### src/rtl/itoa_pkg.sv
// Package for the integer-to-ASCII converter: item types, state encoding and
// character constants. Depends on nothing; imported by integer_to_ascii_radix_top.
`default_nettype none

package itoa_pkg;

	localparam int VALUE_WIDTH = 32;
	localparam int RADIX_WIDTH = 6;
	localparam int CHAR_WIDTH  = 7;

	localparam logic [RADIX_WIDTH-1:0] MIN_RADIX = 6'd2;
	localparam logic [RADIX_WIDTH-1:0] MAX_RADIX = 6'd36;
	localparam logic [RADIX_WIDTH-1:0] DEC_RADIX = 6'd10;
	localparam logic [RADIX_WIDTH-1:0] MAX_DEC_DIGIT = 6'd9;

	localparam logic [CHAR_WIDTH-1:0] CHAR_ZERO  = 7'h30;
	localparam logic [CHAR_WIDTH-1:0] CHAR_LOW_A = 7'h61;
	localparam logic [CHAR_WIDTH-1:0] CHAR_MINUS = 7'h2d;
	localparam logic [CHAR_WIDTH-1:0] CHAR_NUL   = 7'h00;

	typedef struct packed {
		logic signed [VALUE_WIDTH-1:0] number;
		logic [RADIX_WIDTH-1:0]        radix;
	} in_item_t;

	typedef struct packed {
		logic [CHAR_WIDTH-1:0] character;
		logic                  last;
	} out_item_t;

	typedef enum logic [2:0] {
		ST_IDLE,
		ST_DIVIDE,
		ST_DIGIT,
		ST_SIGN,
		ST_READ,
		ST_EMIT,
		ST_TERM
	} state_t;

	function automatic logic [CHAR_WIDTH-1:0] digit_to_ascii(input logic [RADIX_WIDTH-1:0] d);
		logic [CHAR_WIDTH-1:0] d_ext;
		d_ext = {{(CHAR_WIDTH-RADIX_WIDTH){1'b0}}, d};
		if (d > MAX_DEC_DIGIT) begin
			return d_ext - 7'd10 + CHAR_LOW_A;
		end
		return d_ext + CHAR_ZERO;
	endfunction

endpackage

`default_nettype wire

### src/rtl/integer_to_ascii_radix_top.sv
// Integer-to-ASCII converter, radix 2 to 36, one restoring divider shared by all digits.
// Steps: load the item, then for each digit a division over the VALUE_WIDTH dividend bits (one quotient bit
// per cycle) and a digit store; then a sign if any, each digit read from store and emitted, and the NUL.
// One item at a time.
// Reset (arst_n low) returns the sequencer to idle with no item in flight.
// Depends on itoa_pkg.
`default_nettype none

module integer_to_ascii_radix_top (
	input  wire                   clk,
	input  wire                   arst_n,
	input  wire                   in_valid,
	output logic                  in_ready,
	input  wire itoa_pkg::in_item_t in_data,
	output logic                  out_valid,
	input  wire                   out_ready,
	output itoa_pkg::out_item_t   out_data
);
	import itoa_pkg::*;

	localparam int CNT_W  = $clog2(VALUE_WIDTH + 1);
	localparam int ADDR_W = $clog2(VALUE_WIDTH);
	localparam int BIT_W  = $clog2(VALUE_WIDTH);
	localparam logic [BIT_W-1:0] LAST_BIT = BIT_W'(VALUE_WIDTH - 1);

	state_t                   state_q, state_d;
	logic [VALUE_WIDTH-1:0]   value_q, value_d;
	logic [RADIX_WIDTH-1:0]   radix_q, radix_d;
	logic [RADIX_WIDTH-1:0]   rem_q, rem_d;
	logic [BIT_W-1:0]         bit_cnt_q, bit_cnt_d;
	logic [CNT_W-1:0]         ndig_q, ndig_d;
	logic                     neg_q, neg_d;
	logic [RADIX_WIDTH-1:0]   rd_q;
	logic [RADIX_WIDTH-1:0]   digit_mem [VALUE_WIDTH];

	logic                     mem_we;
	logic                     mem_re;
	logic [CNT_W-1:0]         rd_cnt;
	logic [RADIX_WIDTH:0]     trial;
	logic                     trial_ge;
	logic [RADIX_WIDTH:0]     trial_diff;
	logic                     radix_ok;
	logic                     in_neg;

	// One restoring-division step: shift the next dividend bit into the remainder.
	assign trial      = {rem_q, value_q[VALUE_WIDTH-1]};
	assign trial_ge   = trial >= {1'b0, radix_q};
	assign trial_diff = trial - {1'b0, radix_q};
	assign rd_cnt     = ndig_q - CNT_W'(1);

	assign radix_ok = (in_data.radix >= MIN_RADIX) && (in_data.radix <= MAX_RADIX);
	assign in_neg   = (in_data.radix == DEC_RADIX) && in_data.number[VALUE_WIDTH-1];

	always_comb begin
		state_d   = state_q;
		value_d   = value_q;
		radix_d   = radix_q;
		rem_d     = rem_q;
		bit_cnt_d = bit_cnt_q;
		ndig_d    = ndig_q;
		neg_d     = neg_q;
		mem_we    = 1'b0;
		mem_re    = 1'b0;
		in_ready  = 1'b0;
		out_valid = 1'b0;
		out_data.character = CHAR_NUL;
		out_data.last      = 1'b0;
		case (state_q)
			ST_IDLE: begin
				in_ready = 1'b1;
				if (in_valid) begin
					radix_d   = in_data.radix;
					rem_d     = '0;
					bit_cnt_d = '0;
					ndig_d    = '0;
					neg_d     = in_neg;
					value_d   = in_neg ? VALUE_WIDTH'(-in_data.number)
					                   : VALUE_WIDTH'(in_data.number);
					state_d   = radix_ok ? ST_DIVIDE : ST_TERM;
				end
			end
			ST_DIVIDE: begin
				rem_d     = trial_ge ? trial_diff[RADIX_WIDTH-1:0] : trial[RADIX_WIDTH-1:0];
				value_d   = {value_q[VALUE_WIDTH-2:0], trial_ge};
				bit_cnt_d = bit_cnt_q + BIT_W'(1);
				if (bit_cnt_q == LAST_BIT) begin
					state_d = ST_DIGIT;
				end
			end
			ST_DIGIT: begin
				// value_q now holds the quotient and rem_q the digit.
				mem_we    = 1'b1;
				ndig_d    = ndig_q + CNT_W'(1);
				rem_d     = '0;
				bit_cnt_d = '0;
				if (value_q == '0) begin
					state_d = neg_q ? ST_SIGN : ST_READ;
				end else begin
					state_d = ST_DIVIDE;
				end
			end
			ST_SIGN: begin
				out_valid          = 1'b1;
				out_data.character = CHAR_MINUS;
				if (out_ready) begin
					state_d = ST_READ;
				end
			end
			ST_READ: begin
				mem_re  = 1'b1;
				ndig_d  = rd_cnt;
				state_d = ST_EMIT;
			end
			ST_EMIT: begin
				out_valid          = 1'b1;
				out_data.character = digit_to_ascii(rd_q);
				if (out_ready) begin
					state_d = (ndig_q == '0) ? ST_TERM : ST_READ;
				end
			end
			ST_TERM: begin
				out_valid     = 1'b1;
				out_data.last = 1'b1;
				if (out_ready) begin
					state_d = ST_IDLE;
				end
			end
			default: begin
				state_d = ST_IDLE;
			end
		endcase
	end

	always_ff @(posedge clk or negedge arst_n) begin
		if (!arst_n) begin
			state_q <= ST_IDLE;
			ndig_q  <= '0;
			neg_q   <= 1'b0;
		end else begin
			state_q <= state_d;
			ndig_q  <= ndig_d;
			neg_q   <= neg_d;
		end
	end

	always_ff @(posedge clk) begin
		value_q   <= value_d;
		radix_q   <= radix_d;
		rem_q     <= rem_d;
		bit_cnt_q <= bit_cnt_d;
	end

	// Digits are pushed least significant first and popped in reverse.
	always_ff @(posedge clk) begin
		if (mem_we) begin
			digit_mem[ndig_q[ADDR_W-1:0]] <= rem_q;
		end
		if (mem_re) begin
			rd_q <= digit_mem[rd_cnt[ADDR_W-1:0]];
		end
	end

endmodule

`default_nettype wire

### config.mk
export PLATFORM = sky130hd
export DESIGN_NAME = integer_to_ascii_radix_top
export DESIGN_NICKNAME = d
export VERILOG_FILES = /design/src/rtl/itoa_pkg.sv /design/src/rtl/integer_to_ascii_radix_top.sv
export SDC_FILE = /design/constraint.sdc
export NUM_CORES = 1
export LEC_CHECK = 0
export ABC_AREA = 1
export BUFFER_PORTS_ARGS = -buffer_cell sky130_fd_sc_hd__buf_2
export CORE_MARGIN = 2
export CORE_UTILIZATION = 67
export DETAILED_ROUTE_END_ITERATION = 8
export PLACE_DENSITY = 0.86
export REMOVE_ABC_BUFFERS = 1
export SETUP_SLACK_MARGIN = 0.15
export SYNTH_ARGS = -nofsm -noshare
export SYNTH_HDL_FRONTEND = slang
export SYNTH_SLANG_ARGS = --single-unit
### constraint.sdc
create_clock -name clk -period 6.58 [get_ports clk]
set_clock_uncertainty 0.2 [all_clocks]
set_input_delay 0.329 -clock clk [delete_from_list [all_inputs] [get_ports clk]]
set_output_delay 0.329 -clock clk [all_outputs]
set_load 0.03 [all_outputs]
* After elaboration in Yosys (flattened, before gate mapping)
Memories as Yosys holds them, arrays and structs flattened. A register that Yosys moved wholly into a read port is not among the register bits.
Index checks and enable logic that the tools add are counted.
** Storage, ports and cells
- Register bits :: 59
- Output and inout port bits :: 10
- Memories :: 1
- Input port bits :: 42
- RAM bits :: 192
** Operators by class
- Reductions and logical operators :: 14
- Magnitude comparators :: 4
- $add $sub $neg :: 8
- Equality and inequality tests :: 13
- Mux-type cells :: 31
** Memory list
- digit_mem :: depth 32, width 6, read ports 1, clocked after memory_dff 1, wr ports 1, line integer_to_ascii_radix_top.sv:34 : logic [RADIX_WIDTH-1:0] digit_mem [VALUE_WIDTH];
** Operators by type and width (number)
- 32-bit 2-to-1 mux :: 2
- 32-bit case mux with 2 select lines :: 1
- 6-bit case mux with 3 select lines :: 2
- 32-bit logical NOT :: 1
- 32-bit negator :: 1
- 3-bit 2-to-1 mux :: 8
- 3-bit case mux with 7 select lines :: 1
- 5-bit case mux with 3 select lines :: 1
- 7-bit 2-to-1 mux :: 2
- 7-bit case mux with 2 select lines :: 1
- 6-bit 2-to-1 mux :: 2
- 2-bit inequality test (second input constant) :: 5
- 3-bit == test (second input constant) :: 3
- 1-bit 2-to-1 mux :: 9
- 2-bit AND reduction :: 4
- 6-bit by 6-bit adder with 7-bit output (second input constant) :: 1
- 7-bit adder (second input constant) :: 1
- 7-bit by 6-bit >= comparator with 1-bit output :: 1
- 6-bit by 4-bit subtractor with 7-bit output (second input constant) :: 1
- 6-bit by 1-bit adder with 6-bit output (second input constant) :: 1
- 3-bit by 2-bit == test with 1-bit output (second input constant) :: 2
- 6-bit by 4-bit == test with 1-bit output (second input constant) :: 1
- 6-bit by 2-bit >= comparator with 1-bit output (second input constant) :: 1
- 6-bit by 4-bit greater-than comparator with 1-bit output (second input constant) :: 1
- 15 further kinds :: 17

* Longest topological paths before layout
Gate-level depths: netlist of the first run.
- Depth after elaboration :: 5
- Gate-level depth with buffers :: 14
- Depth with buffers taken out :: 11

* Least setup slack after synthesis of the first run
No wires, ideal clock.
- Kind :: flip-flop to flip-flop
- Start point :: register state_q[1]
- End point :: register value_q[0] (enable)
- Slack :: 2.783 ns
- Period minus slack after synthesis :: 3.797 ns
- Cell stages (with the launch flop) :: 5
- Data required time :: 5.914 ns
- Library setup time :: 0.466 ns
- Arrival time :: 3.131 ns
- Cells stage by stage :: dfrtp_1 > buf_2 > nor2_1 > nand2_1 > o21ai_0
** On the way
- Longest elaborated chain between the ends :: 3
- Elaborated cells between the ends (all ways) :: 5
** Ends and longest elaborated chain
- start: declaration :: line integer_to_ascii_radix_top.sv:26 : state_t state_q, state_d;
- start signal: assignment :: line integer_to_ascii_radix_top.sv:140 : state_q <= state_d;
- 3-bit by 1-bit == test with 1-bit output or 3-bit logical NOT (tied branches) :: line integer_to_ascii_radix_top.sv:68 : case (state_q)
- 2-bit nonzero test (no line) or 2-bit inequality test (tied branches)
- 2-bit AND reduction (no line) *
- end signal: assignment :: line integer_to_ascii_radix_top.sv:147 : value_q <= value_d;
- end: declaration :: line integer_to_ascii_radix_top.sv:27 : logic [VALUE_WIDTH-1:0] value_q, value_d;
Every way passes the cells marked *; elsewhere a longest branch is shown, timed or not.
A chain may end at the register's enable or synchronous reset.

* Worst setup path after layout of the first run
- Start point :: register ndig_q[0]
- End point :: register rd_q[2], read port of digit_mem (data pin)
** On the way
- Longest elaborated chain between the ends :: 1
** Ends and longest elaborated chain
- start: declaration :: line integer_to_ascii_radix_top.sv:31 : logic [CNT_W-1:0] ndig_q, ndig_d;
- start signal: assignment :: line integer_to_ascii_radix_top.sv:141 : ndig_q <= ndig_d;
- 6-bit by 1-bit subtractor with 6-bit output :: line integer_to_ascii_radix_top.sv:49 : assign rd_cnt = ndig_q - CNT_W'(1);
- end: declaration :: line integer_to_ascii_radix_top.sv:33 : logic [RADIX_WIDTH-1:0] rd_q;
No other way between the ends.

==> results of run 1 <==
-- worst max-delay path: stages (launching register included) --
cell and delay [ps]:
dfrtp_2 400, inv_2 60, buf_4 750, ha_1 390, xor2_2 210, buf_4 340, o211ai_1 180, nand3_1 140
nand3_1 80, and2_1 150
-- layout make-up --
type                    count  area share [%]
inverters                  83            2.28
repair buffers             73            3.26
flip-flops and latches    257            56.1
multi-input cells         834            30.3
clock buffers              33            5.11
well taps                 229            2.10
clock inverters            13           0.887
-- state kept, by name, indices dropped and copies added (netlist names) --
signal,count
state_q,3
value_q,32
digit_mem,192
rd_q,6
bit_cnt_q,5
ndig_q,6
radix_q,6
rem_q,6
neg_q,1
-- layout by cell type, fill, tap and decap left out, types with 5 or more instances in the layout --
master	n
nor2_1	267
inv_1	78
dlygate4sd3_1	10
clkbuf_16	27
a21oi_1	12
nand3b_1	5
nand4_1	13
xnor2_1	6
xor2_1	15
nand2_1	179
dfrtp_1	9
inv_2	5
and2_1	6
buf_4	12
clkbuf_1	6
edfxtp_1	247
nand3_1	97
buf_2	51
o21ai_0	131
o211ai_1	54
ha_1	18
-- routing by layer --
layer / track usage [%] / share of wire, % / vias to the layer above / wire (microns)
li1: - / - / 4352 / -
met1: 40.0 / 38 / 4303 / 10900
met2: 48.8 / 49 / 575 / 14000
met3: 5.50 / 9.8 / 90 / 2810
met4: 12.7 / 3.7 / 0 / 1080
met5: 0 / 0 / - / 0
-- power groups by stage --
stage	Sequential (mW)	Clock [mW]	Combinational, mW
after floorplan	2.53	0	1.60
after global placement	2.42	0	2.44
after detailed placement	2.43	0	2.51
after CTS	2.40	1.42	2.54
after global routing	2.43	1.49	2.85
final	2.40	1.41	2.58
-- cell families (layout without fill, tap and decap cells) --
group / count (synthesis) / after routing / share of synthesized area (%)
AOI/OAI and AO/OA: 214 / 214 / 10.1
xor gates and xnor gates: 23 / 23 / 1.84
adders and majority gates: 20 / 20 / 2.08
buffers and inverters: 138 / 202 / 4.61
DFF: 257 / 257 / 62.0
and+or+nand+nor: 577 / 577 / 19.4
-- metrics by stage --
| stage | util, % | instance area (sq um) | worst slack [ps] | instances |
|---|---|---|---|---|
| CTS | 75.9 | 13700 | 3470 | 1522 |
| global placement | 70.8 | 12800 | 3600 | 1466 |
| detailed placement | 70.8 | 12800 | 3500 | 1466 |
| global route | 75.9 | 13700 | 3220 | 1522 |
| finish | 75.9 | 13700 | 3410 | 1522 |
| floorplan | - | 12100 | 1220 | 1174 |
-- final timing paths --
| kind | startpoint | endpoint | cells past startpoint |
|---|---|---|---|
| max | ndig_q[0] | rd_q[2] | 9 |
| min | in_data[33] | value_q[27] | 4 |
| max reg2reg | ndig_q[0] | rd_q[2] | 9 |
| min reg2reg | ndig_q[5] | ndig_q[5] | 2 |
| max in group asynchronous | arst_n | ndig_q[0] | 2 |
| min in group asynchronous | arst_n | neg_q | 2 |
==> impl_metrics.env, run 1 <==
export IMPL_critPathKind="reg2reg"
export IMPL_detail_route_antenna_nets=0
export IMPL_power_density_nw_per_um2=468
export IMPL_overflow=0
export IMPL_remaining_drc_errors=0
export IMPL_p_leak_nw=5.13
export IMPL_synthArstFlopShare_pct=3.89
export IMPL_netlist_area_sq_um=12400
export IMPL_ctsHtreeMaxLevel=1
export IMPL_diodes=0
export IMPL_synth_seq_area_share_pct=62.0
export IMPL_seqCellArea_sq_um=7670
export IMPL_post_route_period_util_pct=48.1
export IMPL_rsz0062_at_grt="no"
export IMPL_die_width_microns=140
export IMPL_clockPowerShare_pct=22.1
export IMPL_drt_total_wl_mm=28.8
export IMPL_maxSlewViolCount=0
export IMPL_pwr_share_comb_pct=40.3
export IMPL_synth_top_area_cell="edfxtp_1"
export IMPL_drv_cap=0
export IMPL_grt_pass1_vias=8977
export IMPL_status="finished, final reports clean"
export IMPL_synth_cell_types=43
export IMPL_nets=1337
export IMPL_synthTopCellsByArea="edfxtp_1 (60%), nor2_1 (8.1%), nand2_1 (5.4%)"
export IMPL_wl_per_cell_microns=18.9
export IMPL_die_h_microns=140
export IMPL_clkTransAtPathRegs_ps=60
export IMPL_endpoint_kind="register"
export IMPL_synthFlopType="edfxtp_1"
export IMPL_synth_edf_count=247
export IMPL_fp_row_count=49
export IMPL_synth_top_area_share_pct=59.9
export IMPL_rrSetupSlack_ps=3410
export IMPL_synth_seq_cells=257
export IMPL_die_area_sq_um=19600
export IMPL_power_mw=6.40
export IMPL_grt_pass1_wl_mm=46.2
export IMPL_firstDrtPassIters=6
export IMPL_initial_core_util_pct=68.7
export IMPL_clkLatencyLatePin_ps=520
export IMPL_required_ps=6650
export IMPL_cp_arrival_ps=3240
export IMPL_ys_warn_count=0
export IMPL_io_pins=52
export IMPL_finalSetupViolCount=0
export IMPL_numCtsBuffers=26
export IMPL_synth_cells=1229
export IMPL_dp_hpwl_mm=18.9
export IMPL_hold_viol=0
export IMPL_cts_root_buffer="clkbuf_16"
export IMPL_period_needed_ps=3170
export IMPL_postSynthAreaPerCell_sq_um=10.1
export IMPL_core_area_sq_um=18000
export IMPL_power_switching_mw=2.55
export IMPL_clkSinkCount=257
export IMPL_gp_congestion=0.940
export IMPL_slew_headroom_pct=35.2
export IMPL_tightest_slew_ps=972
export IMPL_yosysMostFrequentCell="nor2_1"
export IMPL_worstPathMaxFanout=102
export IMPL_cts_resized=0
export IMPL_grt_usage_pct=29.9
export IMPL_peakVddDrop_uv=305
export IMPL_drt_initial_drc_count=1121
export IMPL_fin_hold_ws_ps=10.9
export IMPL_postCtsSetupBuffers=0
export IMPL_synth_top_cells_by_count="nor2_1 (267), edfxtp_1 (247), nand2_1 (179)"
export IMPL_seq_power_share_pct=37.6
export IMPL_cts_hold_buf=10
export IMPL_critPathLaunchType="register"
export IMPL_tritoncts="built"
export IMPL_drive_gt1_share_pct=9.20
export IMPL_p_int_mw=3.84
export IMPL_numPortBuffers=51
export IMPL_area_growth_syn_to_layout_pct=10.5
export IMPL_multiInputGateArea_sq_um=4140
export IMPL_tns_ps=0
export IMPL_route_vias_total=9320
export IMPL_timing_fmax_mhz=316
export IMPL_p_sw_share_pct=39.9
export IMPL_antenna_found_initial=1
export IMPL_num_fill_cells=1178
export IMPL_grt_max_degree=103
export IMPL_vias_per_cell=6.12
export IMPL_clk_path_buf_depth=3
export IMPL_min_path_type="in2reg"
(Power assumes the default switching activity.)
==> inputs of run 2 (changes only) <==
Settings changed: CORE_UTILIZATION 67 to 62, PLACE_DENSITY 0.86 to 0.8.
Clock period 6.58 ns to 3.05 ns, I/O delays scaled along.
==> run 2 against run 1 <==
Flip-flop and latch count did not move. Via count rose by 0.94%. First-iteration DRC count fell by 14%. Highest routed layer unchanged. Power rose by 120%. Utilization fell by 3.7 points. Clock power rose by 120%. Final cell count rose by 4.8%. Global-route usage fell by 1.5 points. Maximum frequency rose by 17%. Worst setup slack got worse by 3100 ps. Largest cell class unchanged. Combinational power rose by 120%. Register-to-register slack got worse by 3100 ps.
==> impl_metrics.env, run 2 (synthesis results as in run 1) <==
export IMPL_timing_fmax_mhz=370
export IMPL_area_growth_syn_to_layout_pct=13.9
export IMPL_dp_hpwl_mm=18.4
export IMPL_post_route_period_util_pct=88.6
export IMPL_io_pins=52
export IMPL_detail_route_antenna_nets=0
export IMPL_min_path_type="in2reg"
export IMPL_rsz0062_at_grt="no"
export IMPL_antenna_found_initial=0
export IMPL_slowest_delay_ps=560
export IMPL_tightest_slew_ps=655
export IMPL_clkTransAtPathRegs_ps=60
export IMPL_numPortBuffers=51
export IMPL_status="finished, final reports clean"
export IMPL_worstPathMaxFanout=11
export IMPL_hold_viol=0
export IMPL_grt_pass1_vias=9109
export IMPL_clkSinkCount=257
export IMPL_multiInputGateArea_sq_um=4140
export IMPL_cts_hold_buf=42
export IMPL_die_width_microns=145
export IMPL_cts_resized=0
export IMPL_peakVddDrop_uv=667
export IMPL_drv_cap=0
export IMPL_final_common_cell="nor2_1"
export IMPL_drive_gt1_share_pct=9.40
export IMPL_ctsHtreeMaxLevel=1
export IMPL_slew_headroom_pct=56.1
export IMPL_final_cell_count_no_fill=1595
export IMPL_wl_per_cell_microns=18.5
export IMPL_drt_initial_drc_count=968
export IMPL_critPathMostFrequentCell="inv_1"
export IMPL_place_inst=1506
export IMPL_die_h_microns=145
export IMPL_gp_congestion=0.950
export IMPL_initial_core_util_pct=63.4
export IMPL_endpoint_kind="register"
export IMPL_p_leak_nw=5.30
export IMPL_grt_pass1_wl_mm=47.6
export IMPL_num_fill_cells=1351
export IMPL_fin_hold_ws_ps=171
export IMPL_power_density_nw_per_um2=990
export IMPL_grt_usage_pct=28.4
export IMPL_cp_arrival_ps=2670
export IMPL_overflow=0
export IMPL_cts_root_buffer="clkbuf_16"
export IMPL_clk_path_buf_depth=3
export IMPL_clkLatencyLatePin_ps=540
export IMPL_period_needed_ps=2700
export IMPL_seqCellArea_sq_um=7670
export IMPL_maxSlewViolCount=0
export IMPL_remaining_drc_errors=0
export IMPL_diodes=0
export IMPL_fp_row_count=51
export IMPL_tritoncts="built"
export IMPL_die_area_sq_um=21100
export IMPL_required_ps=3020
export IMPL_final_cell_mix="nor2_1 (267), edfxtp_1 (247), nand2_1 (179), o21ai_0 (131), nand3_1 (97)"
export IMPL_critPathLaunchType="register"
export IMPL_numCtsBuffers=26
export IMPL_route_vias_total=9408
export IMPL_postCtsSetupBuffers=0
export IMPL_drt_total_wl_mm=29.5
export IMPL_nets=1373
export IMPL_finalSetupViolCount=0
export IMPL_firstDrtPassIters=6
export IMPL_critPathKind="reg2reg"
export IMPL_grt_max_degree=99
export IMPL_core_area_sq_um=19500
export IMPL_vias_per_cell=5.90
export IMPL_crit_slowest_cell="nor2_1"
export IMPL_largest_register_ffs=192
export IMPL_path_cells="inv_1 -> nand3_1 -> inv_1 -> nand2_1 -> nor2_1"
## run 2: cell types whose count changed in the layout (fill, tap and decap cells not counted)
cell           before  now
clkbuf_8            0    1
clkinv_1            4    5
buf_4              12   15
inv_8               1    0
buf_12              0    1
clkbuf_1            6    4
clkinv_8            0    1
clkinvlp_4          2    0
inv_6               0    2
dlygate4sd3_1      10   42
clkbuf_16          27   26
clkinv_4            0    2
## run 2: worst max-delay path: cells and delay by family, from the launching register on
kind	cells	cell delay, ps
buf+inv	2	450
simple gates	3	1220
flops	1	470
## run 2: final cells by class
cell class	count	area share, %
Multi-Input combinational cell	834	29.4
Timing Repair Buffer	109	5.74
Inverter	83	2.21
Tap cell	265	2.35
Sequential cell	257	54.4
Clock buffer	31	4.82
Clock inverter	16	1.07
## run 2: final timing paths
path	startpoint	end	slack [ps]	depth (start not counted)
min reg2reg	ndig_q[5]	ndig_q[5]	280	2
max reg2reg	state_q[2]	digit_mem[22][0]	350	5
min in group asynchronous	arst_n	ndig_q[4]	450	3
min	in_data[5]	radix_q[5]	170	2
max in group asynchronous	arst_n	ndig_q[0]	1840	3
max	state_q[2]	digit_mem[22][0]	350	5
## run 2: per-stage QoR
stage	setup WS, ps	total power, mW	TNS (ps)	utilization [%]	area, sq um
floorplan	-2310	8.90	-113490	-	12100
global placement	498	10.6	0	65.8	12800
detailed placement	415	10.8	0	65.8	12800
CTS	412	13.9	0	72.2	14100
global route	151	14.8	0	72.2	14100
finish	349	14.0	0	72.2	14100
## run 2: power by group
group	switching (mW)	leakage (nW)	internal, mW
Sequential	0.291	2.40	4.89
Combinational	4.01	2.49	1.69
Clock	1.31	0.408	1.77
## run 2: per-layer routing
metal	GRT usage, %	wire length, microns
met5	0	0
met2	46.0	13900
met1	37.8	11700
met4	10.5	1070
met3	6.51	2890
